**config.mk**
```make
export PLATFORM = sky130hd
export DESIGN_NAME = hgrm_front
export DESIGN_NICKNAME = d
export VERILOG_FILES = /design/src/rtl/core/hgrm_pkg.sv /design/src/rtl/core/hgrm_front.sv
export SDC_FILE = /design/constraint.sdc
export NUM_CORES = 1
export LEC_CHECK = 0
export BUFFER_PORTS_ARGS = -buffer_cell sky130_fd_sc_hd__buf_2
export CAP_MARGIN = 20
export CORE_UTILIZATION = 55
export DETAILED_ROUTE_END_ITERATION = 16
export GPL_ROUTABILITY_DRIVEN = 0
export GPL_TIMING_DRIVEN = 0
export HOLD_SLACK_MARGIN = 0.1
export PLACE_DENSITY = 0.83
export REMOVE_ABC_BUFFERS = 1
export SKIP_LAST_GASP = 1
export SYNTH_ARGS = -nofsm -noshare
export SYNTH_HDL_FRONTEND = slang
export SYNTH_SLANG_ARGS = --single-unit
```
**constraint.sdc**
```tcl
create_clock -name i_clk -period 14.84 [get_ports i_clk]
set_clock_uncertainty 0.15 [all_clocks]
set_input_delay 4.452 -clock i_clk [delete_from_list [all_inputs] [get_ports i_clk]]
set_output_delay 4.452 -clock i_clk [all_outputs]
set_load 0.01 [all_outputs]
```
**src/rtl/core/hgrm_pkg.sv**
```systemverilog
`default_nettype none
package hgrm_pkg;

    localparam int GRID_SIDE_DEF = 400;
    localparam int CELL_MM_DEF   = 10;

    localparam int COORD_W = 16;
    localparam int Y_W     = 14;
    localparam int CNT_W   = 19;
    localparam int RC_W    = 9;
    localparam int ADDR_W  = 20;
    localparam int TAG_W   = 8;

    localparam logic [CNT_W-1:0] CNT_MAX = '1;
    localparam logic [TAG_W-1:0] TAG_MAX = '1;

    localparam logic [1:0] ACT_ADD  = 2'd0;
    localparam logic [1:0] ACT_CLR  = 2'd1;
    localparam logic [1:0] ACT_READ = 2'd2;

    localparam logic [2:0] CFG_XMIN = 3'd0;
    localparam logic [2:0] CFG_XMAX = 3'd1;
    localparam logic [2:0] CFG_ZMIN = 3'd2;
    localparam logic [2:0] CFG_ZMAX = 3'd3;
    localparam logic [2:0] CFG_KEEP = 3'd4;

    localparam logic [1:0] K_EMIT = 2'd0;
    localparam logic [1:0] K_ADD  = 2'd1;
    localparam logic [1:0] K_CLR  = 2'd2;
    localparam logic [1:0] K_READ = 2'd3;

    typedef struct packed {
        logic signed [COORD_W-1:0] x_min;
        logic signed [COORD_W-1:0] x_max;
        logic signed [COORD_W-1:0] z_min;
        logic signed [COORD_W-1:0] z_max;
        logic                      keep;
    } t_cfg;

    typedef struct packed {
        logic [1:0]            kind;
        logic [RC_W-1:0]       row;
        logic [RC_W-1:0]       col;
        logic [ADDR_W-1:0]     addr;
        logic signed [Y_W-1:0] y;
    } t_cmd;

    typedef struct packed {
        logic signed [Y_W-1:0] mean;
        logic [CNT_W-1:0]      cnt;
        logic [TAG_W-1:0]      tag;
    } t_cell;

endpackage
`default_nettype wire

```
**src/rtl/core/hgrm_front.sv**
```systemverilog
`default_nettype none
module hgrm_front #(
    parameter int GRID_SIDE = hgrm_pkg::GRID_SIDE_DEF,
    parameter int CELL_MM   = hgrm_pkg::CELL_MM_DEF
) (
    input  wire                                    i_clk,
    input  wire                                    i_rst_n,
    input  wire                                    i_valid,
    output logic                                   o_ready,
    input  wire  [1:0]                             i_action,
    input  wire  signed [hgrm_pkg::COORD_W-1:0]    i_x,
    input  wire  signed [hgrm_pkg::COORD_W-1:0]    i_z,
    input  wire  signed [hgrm_pkg::Y_W-1:0]        i_y,
    input  wire  [hgrm_pkg::RC_W-1:0]              i_rr,
    input  wire  [hgrm_pkg::RC_W-1:0]              i_rc,
    input  hgrm_pkg::t_cfg                         i_cfg,
    output logic                                   o_push,
    output hgrm_pkg::t_cmd                         o_cmd,
    input  wire                                    i_full
);
    import hgrm_pkg::*;

    localparam int SH    = 24;
    localparam int RECIP = (1 << SH) / CELL_MM;
    localparam int KOFF  = (32768 + CELL_MM - 1) / CELL_MM;
    localparam int KC    = KOFF * CELL_MM;
    localparam int UW    = 17;
    localparam int RW    = $clog2(GRID_SIDE);

    localparam logic [2:0] F_IDLE = 3'd0;
    localparam logic [2:0] F_DIV  = 3'd1;
    localparam logic [2:0] F_COR  = 3'd2;
    localparam logic [2:0] F_BIN  = 3'd3;
    localparam logic [2:0] F_PUSH = 3'd4;

    logic [2:0]            r_st, n_st;
    logic [1:0]            r_act;
    logic signed [Y_W-1:0] r_y;
    logic [RC_W-1:0]       r_rr, r_rc;
    logic [UW-1:0]         r_ux, r_uz, r_qx, r_qz;
    logic                  r_win;
    t_cmd                  r_cmd;

    logic [UW+24:0]        prx, prz;
    logic [UW-1:0]         remx, remz;
    logic signed [18:0]    cols, rows;
    logic                  grid_ok, rd_ok;
    logic [ADDR_W-1:0]     srow, scol, addr;
    t_cmd                  cmd;

    assign o_ready = (r_st == F_IDLE);
    assign o_push  = (r_st == F_PUSH);
    assign o_cmd   = r_cmd;

    assign prx  = (UW+25)'(r_ux) * (UW+25)'(RECIP);
    assign prz  = (UW+25)'(r_uz) * (UW+25)'(RECIP);
    assign remx = UW'(r_ux - UW'(r_qx * CELL_MM));
    assign remz = UW'(r_uz - UW'(r_qz * CELL_MM));

    assign cols    = $signed(19'(r_qx)) + $signed(19'(GRID_SIDE / 2 - KOFF));
    assign rows    = $signed(19'(r_qz)) + $signed(19'(GRID_SIDE / 2 - KOFF));
    assign grid_ok = !cols[18] && !rows[18] &&
                     (cols < $signed(19'(GRID_SIDE))) && (rows < $signed(19'(GRID_SIDE)));
    assign rd_ok   = (32'(r_rr) < GRID_SIDE) && (32'(r_rc) < GRID_SIDE);

    always_comb begin
        if (r_act == ACT_ADD) begin
            srow = ADDR_W'(rows[RW-1:0]);
            scol = ADDR_W'(cols[RW-1:0]);
        end else begin
            srow = ADDR_W'(r_rr);
            scol = ADDR_W'(r_rc);
        end
        addr = ADDR_W'(srow * ADDR_W'(GRID_SIDE)) + scol;
        cmd      = '0;
        cmd.addr = addr;
        cmd.y    = r_y;
        case (r_act)
            ACT_ADD: begin
                if (r_win && grid_ok) begin
                    cmd.kind = K_ADD;
                    cmd.row  = RC_W'(rows);
                    cmd.col  = RC_W'(cols);
                end else begin
                    cmd.kind = K_EMIT;
                end
            end
            ACT_CLR: begin
                cmd.kind = K_CLR;
            end
            ACT_READ: begin
                cmd.kind = rd_ok ? K_READ : K_EMIT;
                cmd.row  = r_rr;
                cmd.col  = r_rc;
            end
            default: begin
                cmd.kind = K_EMIT;
            end
        endcase
    end

    always_comb begin
        n_st = r_st;
        case (r_st)
            F_IDLE: if (i_valid) n_st = F_DIV;
            F_DIV:  n_st = F_COR;
            F_COR:  n_st = F_BIN;
            F_BIN:  n_st = F_PUSH;
            F_PUSH: if (!i_full) n_st = F_IDLE;
            default: n_st = F_IDLE;
        endcase
    end

    always_ff @(posedge i_clk) begin
        if (!i_rst_n) begin
            r_st <= F_IDLE;
        end else begin
            r_st <= n_st;
        end
    end

    always_ff @(posedge i_clk) begin
        case (r_st)
            F_IDLE: begin
                r_act <= i_action;
                r_y   <= i_y;
                r_rr  <= i_rr;
                r_rc  <= i_rc;
                r_ux  <= UW'({i_x[COORD_W-1], i_x} + UW'(KC));
                r_uz  <= UW'({i_z[COORD_W-1], i_z} + UW'(KC));
                r_win <= (i_x > i_cfg.x_min) && (i_x < i_cfg.x_max) &&
                         (i_z > i_cfg.z_min) && (i_z < i_cfg.z_max);
            end
            F_DIV: begin
                r_qx <= prx[SH+UW-1:SH];
                r_qz <= prz[SH+UW-1:SH];
            end
            F_COR: begin
                r_qx <= r_qx + UW'(remx >= UW'(CELL_MM));
                r_qz <= r_qz + UW'(remz >= UW'(CELL_MM));
            end
            F_BIN: begin
                r_cmd <= cmd;
            end
            default: begin
            end
        endcase
    end

endmodule
`default_nettype wire

```
==> out/qor.yml <==
drt:
  viasPerCell: 5.567
  drtAntennaViolNets: 0
  avgRoutedWirePerCell_um: 16.68
  dr.first_iter.drc_count: 820
  drc: 2
  dr.pass1.iters: 11
  totalWireLength_um: 48010
  vias: 16030
sta:
  finalSetupViolCount: 0
  clock.fmax_ghz: 0.1422
  tightest_slew_ns: 0.8082
  finalMaxSlewViolations: 0
  fin_crit_sh: 0.4739
  setup_slack_ns: 7.808
  final.setup.tns_ns: 0
  finalCriticalPeriod_ns: 7.032
  slew_headroom: 0.4555
  rsz0062_at_grt: "no"
  hold_viol: 0
logic_synthesis:
  synthArstFlopShare: 0
  synth_top_area_share: 0.2539
  synth.most_common_cell: "ha_1"
  synthTopCellsByArea: "ha_1, edfxtp_1, fa_1"
  synth.top_cells.by_count: "ha_1, inv_1, fa_1"
  syn_area_um2: 20940
  synth_seq_area_share: 0.2280
  ys_dominant_reg_cell: "edfxtp_1"
  synth_cell_types: 72
  synth-seq-cells: 160
  yosys_warnings: 0
  yosys.area.top_type: "ha_1"
  synth_edf_count: 157
  syn_inst: 2168
  syn_avg_cell_area_um2: 9.659
cells_and_area:
  fin_cells: 2879
  n_antenna_cell: 0
  finalCoreUtilization: 0.6181
  drive_gt1_frac: 0.1081
  layout.nets: 3078
  area_growth_pct: 10.91
cts:
  h-tree-depth: 4
  cts.repair.resized: 0
  clkTransAtPathRegs_ns: 0.08
  clkSinkCount: 160
  clk_path_buf_depth: 2
  cts_buffers: 17
  post-cts-setup-buffers: 0
  cts_tree: "built"
  cts-root-buf: "clkbuf_16"
  insertion_delay_ns: 0.45
  hold_buffers: 0
placed_design:
  pre_cts_slack_ns: 7.763
  dp_hpwl_um: 39980
  port_buffers: 189
  placedCellCount: 2845
global_routing:
  grt_max_degree: 39
  overflow: 0
  grtUsageTotal: 0.2555
  grt_pass1_vias: 16810
  grt_pass1_wl_um: 79370
  antenna_found_initial: 1
floorplan:
  die_y_um: 197.1
  die-area_um2: 38860
  io_pins: 191
  core_area_um2: 37580
  die_w_um: 197.1
  initial_core_util: 0.5573
  rows: 71
worst_hold_path:
  min_path_type: "reg2reg"
setup_path:
  cp.required_ns: 14.89
  cp_max_fo: 5
  cp_data_arrival_time_ns: 7.09
  start_kind: "register"
  endpoint_kind: "register"
  critPathKind: "reg2reg"
run:
  cap_violations: 0
outcome:
  violations: "design-rule violations"
  status: "finished with violations"
[worst paths after layout]
check / cells after the start / to / start / slack (ns)
hold / removal: 0 / o_cmd[7] / r_y[7] / 0.27
setup / recovery: 24 / r_qz[13] / r_uz[6] / 7.81
hold reg to reg: 0 / o_cmd[7] / r_y[7] / 0.27
setup reg to reg: 24 / r_qz[13] / r_uz[6] / 7.81
[registers in the layout, summed over array words and instances (netlist names)]
register	count
o_cmd	54
r_rr	9
r_y	14
r_qz	17
r_qx	17
r_act	2
r_ux	17
r_st	3
r_win	1
r_rc	9
r_uz	17
[area by class of cell]
type,instances,area [um2]
Tap cell,511,639.4
Timing Repair Buffer,200,1127
Clock buffer,17,425.4
Clock inverter,15,193.9
Multi-Input combinational cell,1554,14480
Fill cell,2927,14350
Inverter,422,1584
Sequential cell,160,4775
[routing by layer]
| metal | up-vias | track usage | part of all wire |
|---|---|---|---|
| met5 | - | 0 | 0.00033 |
| met4 | 2 | 0.07781 | 0.025 |
| met3 | 104 | 0.03483 | 0.057 |
| met2 | 538 | 0.4556 | 0.49 |
| met1 | 7619 | 0.3199 | 0.43 |
| li1 | 7763 | - | - |
[logic make-up (layout without fill, tap and decap cells)]
logic type,count (synthesis),in the layout,synth area share
flops,160,160,0.2280
fa+ha+maj,588,588,0.4098
mux,7,7,0.003645
xor+xnor,152,152,0.06358
simple gates,446,446,0.1047
buf+inv,454,654,0.08144
compound gates,361,361,0.1088
[cell usage in the layout (no fill, tap or decap), drive strengths merged, types with 32 or more instances in the layout]
cell | synthesis | layout
buf | 2 | 200
xor2 | 67 | 67
ha | 425 | 425
o21ai | 90 | 90
edfxtp | 157 | 157
nor2 | 117 | 117
xnor2 | 85 | 85
nand3 | 38 | 38
a21o | 40 | 40
nand2 | 100 | 100
fa | 163 | 163
nand4 | 32 | 32
nor3 | 43 | 43
a21oi | 112 | 112
inv | 422 | 428
[per-stage QoR]
step	area (um2)	hold WS, ns
2_1_floorplan	20820	0.2503
3_3_place_gp	22400	0.2526
3_5_place_dp	22560	0.2545
4_1_cts	23180	0.2709
5_1_grt	23220	0.2846
6_report	23220	0.2706
[critical path, cell delays in order (launching register included)]
cell,delay [ns]
edfxtp_1,0.51
inv_1,0.08
ha_1,0.28
inv_1,0.07
fa_1,0.59
inv_1,0.11
fa_1,0.51
inv_1,0.08
fa_1,0.50
fa_1,0.55
inv_1,0.05
fa_1,0.52
inv_1,0.04
ha_1,0.33
a21o_1,0.19
a21o_1,0.18
a22oi_1,0.23
o2111ai_1,0.21
a2111oi_0,0.59
o31ai_1,0.26
nand4_1,0.13
and4b_1,0.24
a21oi_1,0.10
xnor2_1,0.17
a21oi_1,0.08
Power is not shown: default switching activity piles up to over one toggle a cycle in this logic, so the estimate is an artifact.
