### config.mk
export PLATFORM = sky130hd
export DESIGN_NAME = hgrm_fifo
export DESIGN_NICKNAME = d
export VERILOG_FILES = /design/src/rtl/core/hgrm_pkg.sv /design/src/rtl/core/hgrm_fifo.sv
export SDC_FILE = /design/constraint.sdc
export NUM_CORES = 1
export LEC_CHECK = 0
export BUFFER_PORTS_ARGS = -buffer_cell sky130_fd_sc_hd__buf_2
export CORE_UTILIZATION = 52
export DETAILED_ROUTE_END_ITERATION = 10
export PLACE_DENSITY = 0.78
export REMOVE_ABC_BUFFERS = 1
export SYNTH_ARGS = -nofsm -noshare
export SYNTH_HDL_FRONTEND = slang
export SYNTH_SLANG_ARGS = --single-unit
### constraint.sdc
create_clock -name i_clk -period 4.9 [get_ports i_clk]
set_input_delay 0.98 -clock i_clk [delete_from_list [all_inputs] [get_ports i_clk]]
set_output_delay 0.98 -clock i_clk [all_outputs]
set_load 0.03 [all_outputs]
### src/rtl/core/hgrm_pkg.sv
`default_nettype none
package hgrm_pkg;

    localparam int GRID_SIDE_DEF = 400;
    localparam int CELL_MM_DEF   = 10;

    localparam int COORD_W = 16;
    localparam int Y_W     = 14;
    localparam int CNT_W   = 19;
    localparam int RC_W    = 9;
    localparam int ADDR_W  = 20;
    localparam int TAG_W   = 8;

    localparam logic [CNT_W-1:0] CNT_MAX = '1;
    localparam logic [TAG_W-1:0] TAG_MAX = '1;

    localparam logic [1:0] ACT_ADD  = 2'd0;
    localparam logic [1:0] ACT_CLR  = 2'd1;
    localparam logic [1:0] ACT_READ = 2'd2;

    localparam logic [2:0] CFG_XMIN = 3'd0;
    localparam logic [2:0] CFG_XMAX = 3'd1;
    localparam logic [2:0] CFG_ZMIN = 3'd2;
    localparam logic [2:0] CFG_ZMAX = 3'd3;
    localparam logic [2:0] CFG_KEEP = 3'd4;

    localparam logic [1:0] K_EMIT = 2'd0;
    localparam logic [1:0] K_ADD  = 2'd1;
    localparam logic [1:0] K_CLR  = 2'd2;
    localparam logic [1:0] K_READ = 2'd3;

    typedef struct packed {
        logic signed [COORD_W-1:0] x_min;
        logic signed [COORD_W-1:0] x_max;
        logic signed [COORD_W-1:0] z_min;
        logic signed [COORD_W-1:0] z_max;
        logic                      keep;
    } t_cfg;

    typedef struct packed {
        logic [1:0]            kind;
        logic [RC_W-1:0]       row;
        logic [RC_W-1:0]       col;
        logic [ADDR_W-1:0]     addr;
        logic signed [Y_W-1:0] y;
    } t_cmd;

    typedef struct packed {
        logic signed [Y_W-1:0] mean;
        logic [CNT_W-1:0]      cnt;
        logic [TAG_W-1:0]      tag;
    } t_cell;

endpackage
`default_nettype wire

### src/rtl/core/hgrm_fifo.sv
`default_nettype none
module hgrm_fifo (
    input  wire            i_clk,
    input  wire            i_rst_n,
    input  wire            i_push,
    input  hgrm_pkg::t_cmd i_cmd,
    output logic           o_full,
    input  wire            i_pop,
    output hgrm_pkg::t_cmd o_head,
    output logic           o_empty
);
    import hgrm_pkg::*;

    t_cmd       r_q [2];
    logic       r_wp, r_rp;
    logic [1:0] r_cnt;

    assign o_full  = (r_cnt == 2'd2);
    assign o_empty = (r_cnt == 2'd0);
    assign o_head  = r_q[r_rp];

    always_ff @(posedge i_clk) begin
        if (!i_rst_n) begin
            r_wp  <= 1'b0;
            r_rp  <= 1'b0;
            r_cnt <= 2'd0;
        end else begin
            if (i_push && !o_full) r_wp <= ~r_wp;
            if (i_pop && !o_empty) r_rp <= ~r_rp;
            r_cnt <= r_cnt + 2'(i_push && !o_full) - 2'(i_pop && !o_empty);
        end
    end

    always_ff @(posedge i_clk) begin
        if (i_push && !o_full) r_q[r_wp] <= i_cmd;
    end

endmodule
`default_nettype wire

==> results.yml, run 1 <==
outcome:
  status: "finished, final reports clean"
logic_synthesis:
  synth_edf_count: 108
  muxShareOfSynthArea_pct: 18.4
  ys_warn_count: 0
  synth_area_um2: 4380
  synth.ff_latch_count: 113
  synth_top_flop_cell: "edfxtp_1"
  yosysMostFrequentCell: "edfxtp_1"
  yosysSeqAreaShare_pct: 76.3
  netlist_instances: 195
  synth_top_family_by_area: "multiplexers"
  ys_async_sr_fraction_pct: 0
  synth-xor-area-share_pct: 0.400
  synth_top_area_cell: "edfxtp_1"
  ys_top_cells_by_area: "edfxtp_1, mux2_4, buf_12"
  synthAdderAreaFrac_pct: 0.571
  yosys.area.top_type_share_pct: 74.0
  yosys-top-cells-count: "edfxtp_1, mux2_4, buf_12, dfxtp_1, nor2_1"
  synth-compound-area-share_pct: 0.171
  avgSynthCellArea_um2: 22.5
  synth_simple_gate_area_share_pct: 1.43
  yosysUniqueCellTypes: 18
power_and_ir_drop:
  p_clk_share_pct: 33.7
  p_seq_share_pct: 38.7
  p_comb_share_pct: 27.6
  p_per_area_nw_per_um2: 639
  p_int_w: 0.00249
  peakVddDrop_uv: 333
  switchingPower_w: 0.00108
  p_leak_nw: 2.26
  switching_share_pct: 30.2
layout:
  area_growth_syn_to_layout_pct: 27.5
  final_nets: 383
  drive_gt1_share_pct: 59.5
  finalCoreUtilization_pct: 68.4
  n_fill_cell: 571
routing:
  routed.top_layer: "met4"
  drtAntennaViolNets: 0
  wl_um: 6820
  dr_wl_met3_um: 564
  vias: 2161
  wl_met2_um: 3430
  dr.pass1.iters: 4
  post_drt_wl_per_cell_um: 15.4
  viasPerCell: 4.89
  met1_length_um: 2690
  drc: 0
  dr.first_iter.drc_count: 82
timing:
  clock.fmax_ghz: 0.322
  fin_crit_sh_pct: 63.3
  drv_slew: 0
  fin_setup_tns_ns: 0
  fin_crit_ns: 3.10
  relSlewSlack_pct: 34.0
  setup_viol: 0
  finClkSkew_ns: 0.00742
  hold_viol_final: 0
  rsz0062_at_grt: "no"
  tightestPinTransition_ns: 0.987
global_route:
  grt_pass1_vias: 2178
  grt_pass1_wl_um: 10400
  grt_util_all_layers_pct: 16.8
  grt_max_degree: 55
  antenna_found_initial: 1
  overflow: 0
die:
  core_um2: 8180
  die_area_um2: 8800
  rows: 33
  die_w_um: 93.8
  die_height_um: 93.8
  ios: 114
  initial_core_util_pct: 53.6
critical_path:
  crit_fanout: 54
  crit_arrival_ns: 2.12
  cp.required_ns: 3.92
  start_kind: "register"
  cp-end-kind: "output pin"
  path_class: "register to output pin"
clock_tree:
  clock_latency_ns: 0.50
  clock_sinks: 113
  path_clk_slew_ns: 0.05
  cts_inserted_buffers: 17
  root_buffer: "clkbuf_8"
  cts_buffer_depth: 2
  cts_resized: 0
  postCtsSetupBuffers: 0
  cts_tree: "yes"
  cts-hold-fix-buffers: 0
  ctsHtreeMaxLevel: 4
placed_design:
  dp_hpwl_um: 4470
  portBuffers: 113
  gp_congestion: 0.682
hold_path:
  hp-class: "register to register"
flow_run:
  max-cap-violations: 0
## power groups by stage
stage          Clock (W)  Combinational [W]  Sequential (W)
2_1_floorplan          0           0.000790         0.00138
3_3_place_gp           0           0.000987         0.00140
3_5_place_dp           0           0.000996         0.00141
4_1_cts          0.00123           0.000999         0.00139
5_1_grt          0.00127            0.00105         0.00140
6_report         0.00121           0.000985         0.00138
## cells in the final DEF, fill, tap and decap left out
| cell type | count |
|---|---|
| buf_2 | 113 |
| edfxtp_1 | 108 |
| mux2_4 | 50 |
| clkbuf_16 | 16 |
| clkinv_2 | 5 |
| mux2_2 | 4 |
| nor2_1 | 4 |
| clkbuf_1 | 4 |
| bufinv_16 | 4 |
| dfxtp_1 | 4 |
| inv_1 | 3 |
| nand2b_1 | 2 |
| nand2_1 | 2 |
| and2_1 | 2 |
| ha_1 | 2 |
| clkinv_4 | 2 |
| buf_4 | 2 |
| diode_2 | 1 |
| o21a_1 | 1 |
| and3_2 | 1 |
| xnor2_1 | 1 |
| nor2_4 | 1 |
| mux2i_1 | 1 |
| xor2_1 | 1 |
| nor3_1 | 1 |
| dfxtp_4 | 1 |
| clkbuf_8 | 1 |
## registers in the layout (all words and copies together), names as in the netlist, named ones only
name and flops:
r_cnt 2, r_q 108, r_rp 1, r_wp 1
## kinds of logic after synthesis
logic type | after synthesis
mux | 55
buf+inv | 9
compound gates | 1
simple gates | 13
fa+ha+maj | 2
flops | 113
xor+xnor | 2
## worst max-delay path, stage by stage, from the launching register on
cell	delay [ns]
dfxtp_4	0.97
mux2_2	0.42
buf_2	0.18
## layer usage
metal	track usage, %	up-vias
met5	0	-
met4	10.1	0
met3	7.44	14
met2	26.4	83
met1	18.8	1037
li1	-	1027
## path summary, 6_finish.rpt
kind,startpoint,to,slack [ns],cells after the start
worst min register to register,r_rp$_SDFFE_PN0P_,r_rp$_SDFFE_PN0P_,0.51,2
worst min-delay path,r_rp$_SDFFE_PN0P_,r_rp$_SDFFE_PN0P_,0.51,2
worst max register to register,r_cnt[0]$_SDFF_PN0_,r_q[0][4]$_DFFE_PP_,2.68,4
worst max-delay path,register,o_head[0],1.80,2
## layout make-up
class                   count  area (um^2)  area share (%)
flip-flops and latches    113         3350            59.9
clock inverters            11          163            2.91
inverters                   3         11.3           0.201
well taps                 105          131            2.35
repair buffers            115          581            10.4
clock buffers              21          429            7.68
multi-input cells          73          927            16.6
diodes                      1         2.50          0.0448
## metrics by stage
step | cell area (um^2) | hold WS (ns) | setup slack (ns) | total power (W) | std cells
4_1_cts | 5590 | 0.523 | 1.75 | 0.00362 | 441
5_1_grt | 5590 | 0.578 | 1.69 | 0.00373 | 441
3_5_place_dp | 5000 | 0.502 | 2.10 | 0.00240 | 409
3_3_place_gp | 5000 | 0.493 | 2.15 | 0.00238 | 409
2_1_floorplan | 4270 | 0.455 | 1.10 | 0.00217 | 189
6_report | 5590 | 0.512 | 1.80 | 0.00357 | 442
Power figures use the tool's default switching activity.
==> run 2, diff against run 1 <==
==> constraint.sdc (replaced) <==
create_clock -name i_clk -period 2.89 [get_ports i_clk]
set_input_delay 0.578 -clock i_clk [delete_from_list [all_inputs] [get_ports i_clk]]
set_output_delay 0.578 -clock i_clk [all_outputs]
set_load 0.03 [all_outputs]
==> run 2 against run 1 <==
Clock skew up 0.00062 ns. Non-clock buffer count up 2. Register-to-register slack worse by 1.5 ns. Wire length down 1.1%.
==> results.yml, run 2 (synthesized netlist as in run 1, its figures left out) <==
outcome:
  status: "finished, final reports clean"
timing:
  clock.fmax_ghz: 0.400
  holdWs_ns: 0.272
  tightestPinTransition_ns: 0.528
  fin_crit_sh_pct: 86.4
  fin_crit_ns: 2.50
  relSlewSlack_pct: 64.8
  hold_viol_final: 0
  drv_slew: 0
  setup_viol: 0
  finClkSkew_ns: 0.00804
  rsz0062_at_grt: "no"
critical_path:
  path_depth: 3
  path_class: "register to output pin"
  crit_fanout: 17
  path_buf_inv: 2
  crit_arrival_ns: 1.92
  rr_worst_depth: 8
  start_kind: "register"
  cpLargestDelayFamily: "flip-flops"
  r2r-start: "r_cnt[0]$_SDFF_PN0_"
  cp-end-kind: "output pin"
  slowest_stage: "dfxtp_4"
  path_cells: "buf_4, mux2_2, buf_2"
  cp.required_ns: 2.31
  cp_slowest_stage_delay_ns: 0.55
hold_path:
  hp-class: "input pin to register"
  whs_path_depth: 1
  hold_start: "i_cmd[22]"
layout:
  drive_gt1_share_pct: 59.5
  area_growth_syn_to_layout_pct: 26.9
  final_cells: 443
  postLayoutCellArea_um2: 5570
  top_register: "r_q"
  mostFrequentLayoutCell: "buf_2"
  largest_register_ffs: 108
  final_nets: 385
  mostFrequentLayoutCells: "buf_2, edfxtp_1, mux2_4"
  top_regs: "r_q: 108 flops, r_cnt: 2 flops"
  n_antenna_cell: 0
clock_tree:
  cts_inserted_buffers: 17
  cts-hold-fix-buffers: 0
  clock_sinks: 113
  postCtsSetupBuffers: 0
  cts_resized: 0
  path_clk_slew_ns: 0.05
  cts_tree: "yes"
  root_buffer: "clkbuf_8"
  ctsHtreeMaxLevel: 4
  cts_buffer_depth: 2
  clock_latency_ns: 0.49
die:
  die_height_um: 93.8
  core_um2: 8180
  ios: 114
  initial_core_util_pct: 53.6
  die_w_um: 93.8
  die_area_um2: 8800
  rows: 33
routing:
  drtAntennaViolNets: 0
  dr.pass1.iters: 5
  drc: 0
  wl_um: 6750
  vias: 2149
  post_drt_wl_per_cell_um: 15.2
  viasPerCell: 4.85
  dr.first_iter.drc_count: 68
power_and_ir_drop:
  p_comb_share_pct: 31.2
  p_total_w: 0.00581
  p_seq_share_pct: 38.6
  p_int_w: 0.00397
  p_leak_nw: 2.24
  p_clk_share_pct: 30.2
  switching_share_pct: 31.7
  p_per_area_nw_per_um2: 1040
  peakVddDrop_uv: 829
  switchingPower_w: 0.00184
global_route:
  overflow: 0
  antenna_found_initial: 0
  grt_util_all_layers_pct: 16.6
  grt_pass1_vias: 2177
  grt_pass1_wl_um: 10400
  grt_max_degree: 55
flow_run:
  max-cap-violations: 0
placed_design:
  dp_cells: 411
  dp_hpwl_um: 4390
  portBuffers: 113
  gp_congestion: 0.690
  placed_area_um2: 5050
[run 2: cell type report]
cell class / instances / area, um^2
inverter: 3 / 11.3
clock inverter: 15 / 101
timing repair buffer: 117 / 633
fill: 564 / 2610
clock buffer: 17 / 414
sequential: 113 / 3350
multi-input combinational: 73 / 927
tap: 105 / 131
[run 2: power by group through the flow]
stage          Sequential [W]  Combinational [W]  Clock (W)
2_1_floorplan         0.00233            0.00134          0
3_3_place_gp          0.00226            0.00182          0
3_5_place_dp          0.00228            0.00183          0
4_1_cts               0.00225            0.00184    0.00179
5_1_grt               0.00227            0.00193    0.00187
6_report              0.00224            0.00181    0.00175
[run 2: final timing paths]
| check | to | slack [ns] |
|---|---|---|
| hold reg to reg | r_rp$_SDFFE_PN0P_ | 0.52 |
| hold / removal | r_q[1][22]$_DFFE_PP_ | 0.27 |
| setup reg to reg | r_cnt[1]$_SDFF_PN0_ | 1.16 |
| setup / recovery | o_head[2] | 0.39 |
[run 2: metrics by stage]
stage | utilization, % | setup WS [ns] | setup TNS (ns)
2_1_floorplan | - | -0.510 | -42.51
3_3_place_gp | 61.8 | 0.925 | 0
4_1_cts | 68.1 | 0.353 | 0
6_report | 68.1 | 0.393 | 0
3_5_place_dp | 61.8 | 0.880 | 0
5_1_grt | 68.1 | 0.301 | 0
[run 2: layer usage]
layer / share of wire (%) / global-route usage [%]
met5: 0 / 0
met3: 7.0 / 7.12
met4: 1.6 / 7.95
met2: 50 / 26.1
met1: 41 / 19.6
==> run 3, diff against run 2 <==
--- a/config.mk
+++ b/config.mk
@@ -8,7 +8,7 @@
 export BUFFER_PORTS_ARGS = -buffer_cell sky130_fd_sc_hd__buf_2
 export CORE_UTILIZATION = 52
 export DETAILED_ROUTE_END_ITERATION = 10
-export PLACE_DENSITY = 0.78
+export PLACE_DENSITY = 0.79
 export REMOVE_ABC_BUFFERS = 1
 export SYNTH_ARGS = -nofsm -noshare
 export SYNTH_HDL_FRONTEND = slang
==> constraint.sdc (replaced) <==
create_clock -name i_clk -period 2.89 [get_ports i_clk]
set_input_delay 0.289 -clock i_clk [delete_from_list [all_inputs] [get_ports i_clk]]
set_output_delay 0.289 -clock i_clk [all_outputs]
set_load 0.005 [all_outputs]
==> run 3 against run 2 <==
Wire length is 9.2% higher. Clock-buffer cell count grew 1. Via count grew 10%. Combinational power shrank 29%. Critical path type unchanged. Largest power group unchanged. Highest routed layer unchanged.
==> results.yml, run 3 (synthesized netlist as in run 1, its figures left out) <==
layout:
  n_fill_cell: 496
  n_antenna_cell: 0
  final_nets: 441
  mostFrequentLayoutCell: "buf_2"
  mostFrequentLayoutCells: "buf_2, edfxtp_1, dlygate4sd3_1"
  top_regs: "r_q: 108 flops, r_cnt: 2 flops"
  top_register: "r_q"
  drive_gt1_share_pct: 51.5
  finalCoreUtilization_pct: 74.9
  final_cells: 499
  area_growth_syn_to_layout_pct: 39.6
  largest_register_ffs: 108
timing:
  tightestPinTransition_ns: 0.648
  fin_crit_sh_pct: 78.2
  drv_slew: 0
  relSlewSlack_pct: 56.8
  fin_ws_ns: 0.631
  hold_viol_final: 0
  setup_viol: 0
  fin_crit_ns: 2.26
  clock.fmax_ghz: 0.443
  rsz0062_at_grt: "no"
  finClkSkew_ns: 0.00390
critical_path:
  crit_arrival_ns: 1.97
  path_class: "register to output pin"
  crit_fanout: 29
  reg2reg_slack_ns: 1.07
  rr_worst_depth: 3
  timing.rr.end: "r_q[1][28]$_DFFE_PP_"
  cp-end-kind: "output pin"
  r2r-start: "r_cnt[0]$_SDFF_PN0_"
  cp.required_ns: 2.60
  start_kind: "register"
die:
  rows: 33
  die_area_um2: 8800
  die_w_um: 93.8
  core_um2: 8180
  die_height_um: 93.8
  ios: 114
  initial_core_util_pct: 53.6
hold_path:
  min_to: "r_cnt[0]$_SDFF_PN0_"
  hp-class: "input pin to register"
  whs_path_depth: 2
  hold_start: "i_rst_n"
global_route:
  grt_util_all_layers_pct: 18.2
  antenna_found_initial: 0
  grt_pass1_wl_um: 11500
  grt_max_degree: 32
  overflow: 0
  grt_pass1_vias: 2407
placed_design:
  dp_hpwl_um: 4430
  pre_cts_slack_ns: 1.11
  portBuffers: 113
  gp_congestion: 0.689
  dp_cells: 413
power_and_ir_drop:
  p_total_w: 0.00540
  peakVddDrop_uv: 612
  p_leak_nw: 2.47
  p_per_area_nw_per_um2: 883
clock_tree:
  clock_latency_ns: 0.49
  cts_resized: 0
  clock_sinks: 113
  ctsHtreeMaxLevel: 4
  cts_tree: "yes"
  cts_buffer_depth: 2
  root_buffer: "clkbuf_8"
  cts_inserted_buffers: 17
  path_clk_slew_ns: 0.05
flow_run:
  max-cap-violations: 0
routing:
  viasPerCell: 4.74
  vias: 2367
  drtAntennaViolNets: 0
  drc: 0
  dr.pass1.iters: 4
  dr.first_iter.drc_count: 96
  post_drt_wl_per_cell_um: 14.8
  wl_um: 7370
outcome:
  status: "finished, final reports clean"
## run 3: power breakdown
group          switching [W]  total [W]  internal, W  leakage [nW]
Combinational       0.000507    0.00128     0.000769          1.16
Clock               0.000649    0.00185      0.00120         0.260
Sequential          0.000161    0.00228      0.00212          1.05
Total                0.00132    0.00540      0.00409          2.47
## run 3: layout make-up
| class | instances | area [um^2] | area share (%) |
|---|---|---|---|
| sequential | 113 | 3350 | 54.7 |
| multi-input combinational | 73 | 927 | 15.1 |
| tap | 105 | 131 | 2.15 |
| clock buffer | 18 | 418 | 6.83 |
| inverter | 3 | 11.3 | 0.184 |
| timing repair buffer | 173 | 1160 | 19.0 |
| clock inverter | 14 | 123 | 2.00 |
## run 3: repair_timing
| item | 4_1_cts | 5_1_grt |
|---|---|---|
| setup endpoints to repair | 0 | 0 |
| hold buffers | 54 | 0 |
| setup buffers | 0 | 0 |
| hold endpoints to repair | 108 | 0 |
## run 3: stage by stage
| stage | TNS, ns | hold WS, ns | area, um^2 |
|---|---|---|---|
| after global placement | 0 | 0.477 | 5040 |
| after global routing | 0 | 0.0672 | 6120 |
| after CTS | 0 | 0.0423 | 6120 |
| final | 0 | 0.0709 | 6120 |
| after detailed placement | 0 | 0.480 | 5040 |
| after floorplan | -23.13 | 0.388 | 4270 |
## run 3: worst max-delay path by stage
stage	start	endpoint	slack, ns	cells past startpoint
after floorplan	r_cnt[0]$_SDFF_PN0_	r_q[0][0]$_DFFE_PP_	-0.43	3
after global placement	register	o_head[53]	1.13	3
after detailed placement	r_cnt[0]$_SDFF_PN0_	r_q[1][13]$_DFFE_PP_	1.11	3
after CTS	register	o_head[1]	0.59	3
after global routing	register	o_head[1]	0.52	3
final	register	o_head[1]	0.63	3
## run 3: per-layer routing
metal  GRT usage [%]  share of wire, %  up-vias
met4            8.85               1.3        0
li1                -                 -     1135
met2            30.7                52       83
met1            21.4                41     1137
met3            5.26               5.2       12
met5               0                 0        -
## run 3: critical path, cell delays in order, from the launching register on
cell	delay [ns]
dfxtp_4	0.69
buf_4	0.31
mux2_2	0.35
buf_2	0.12
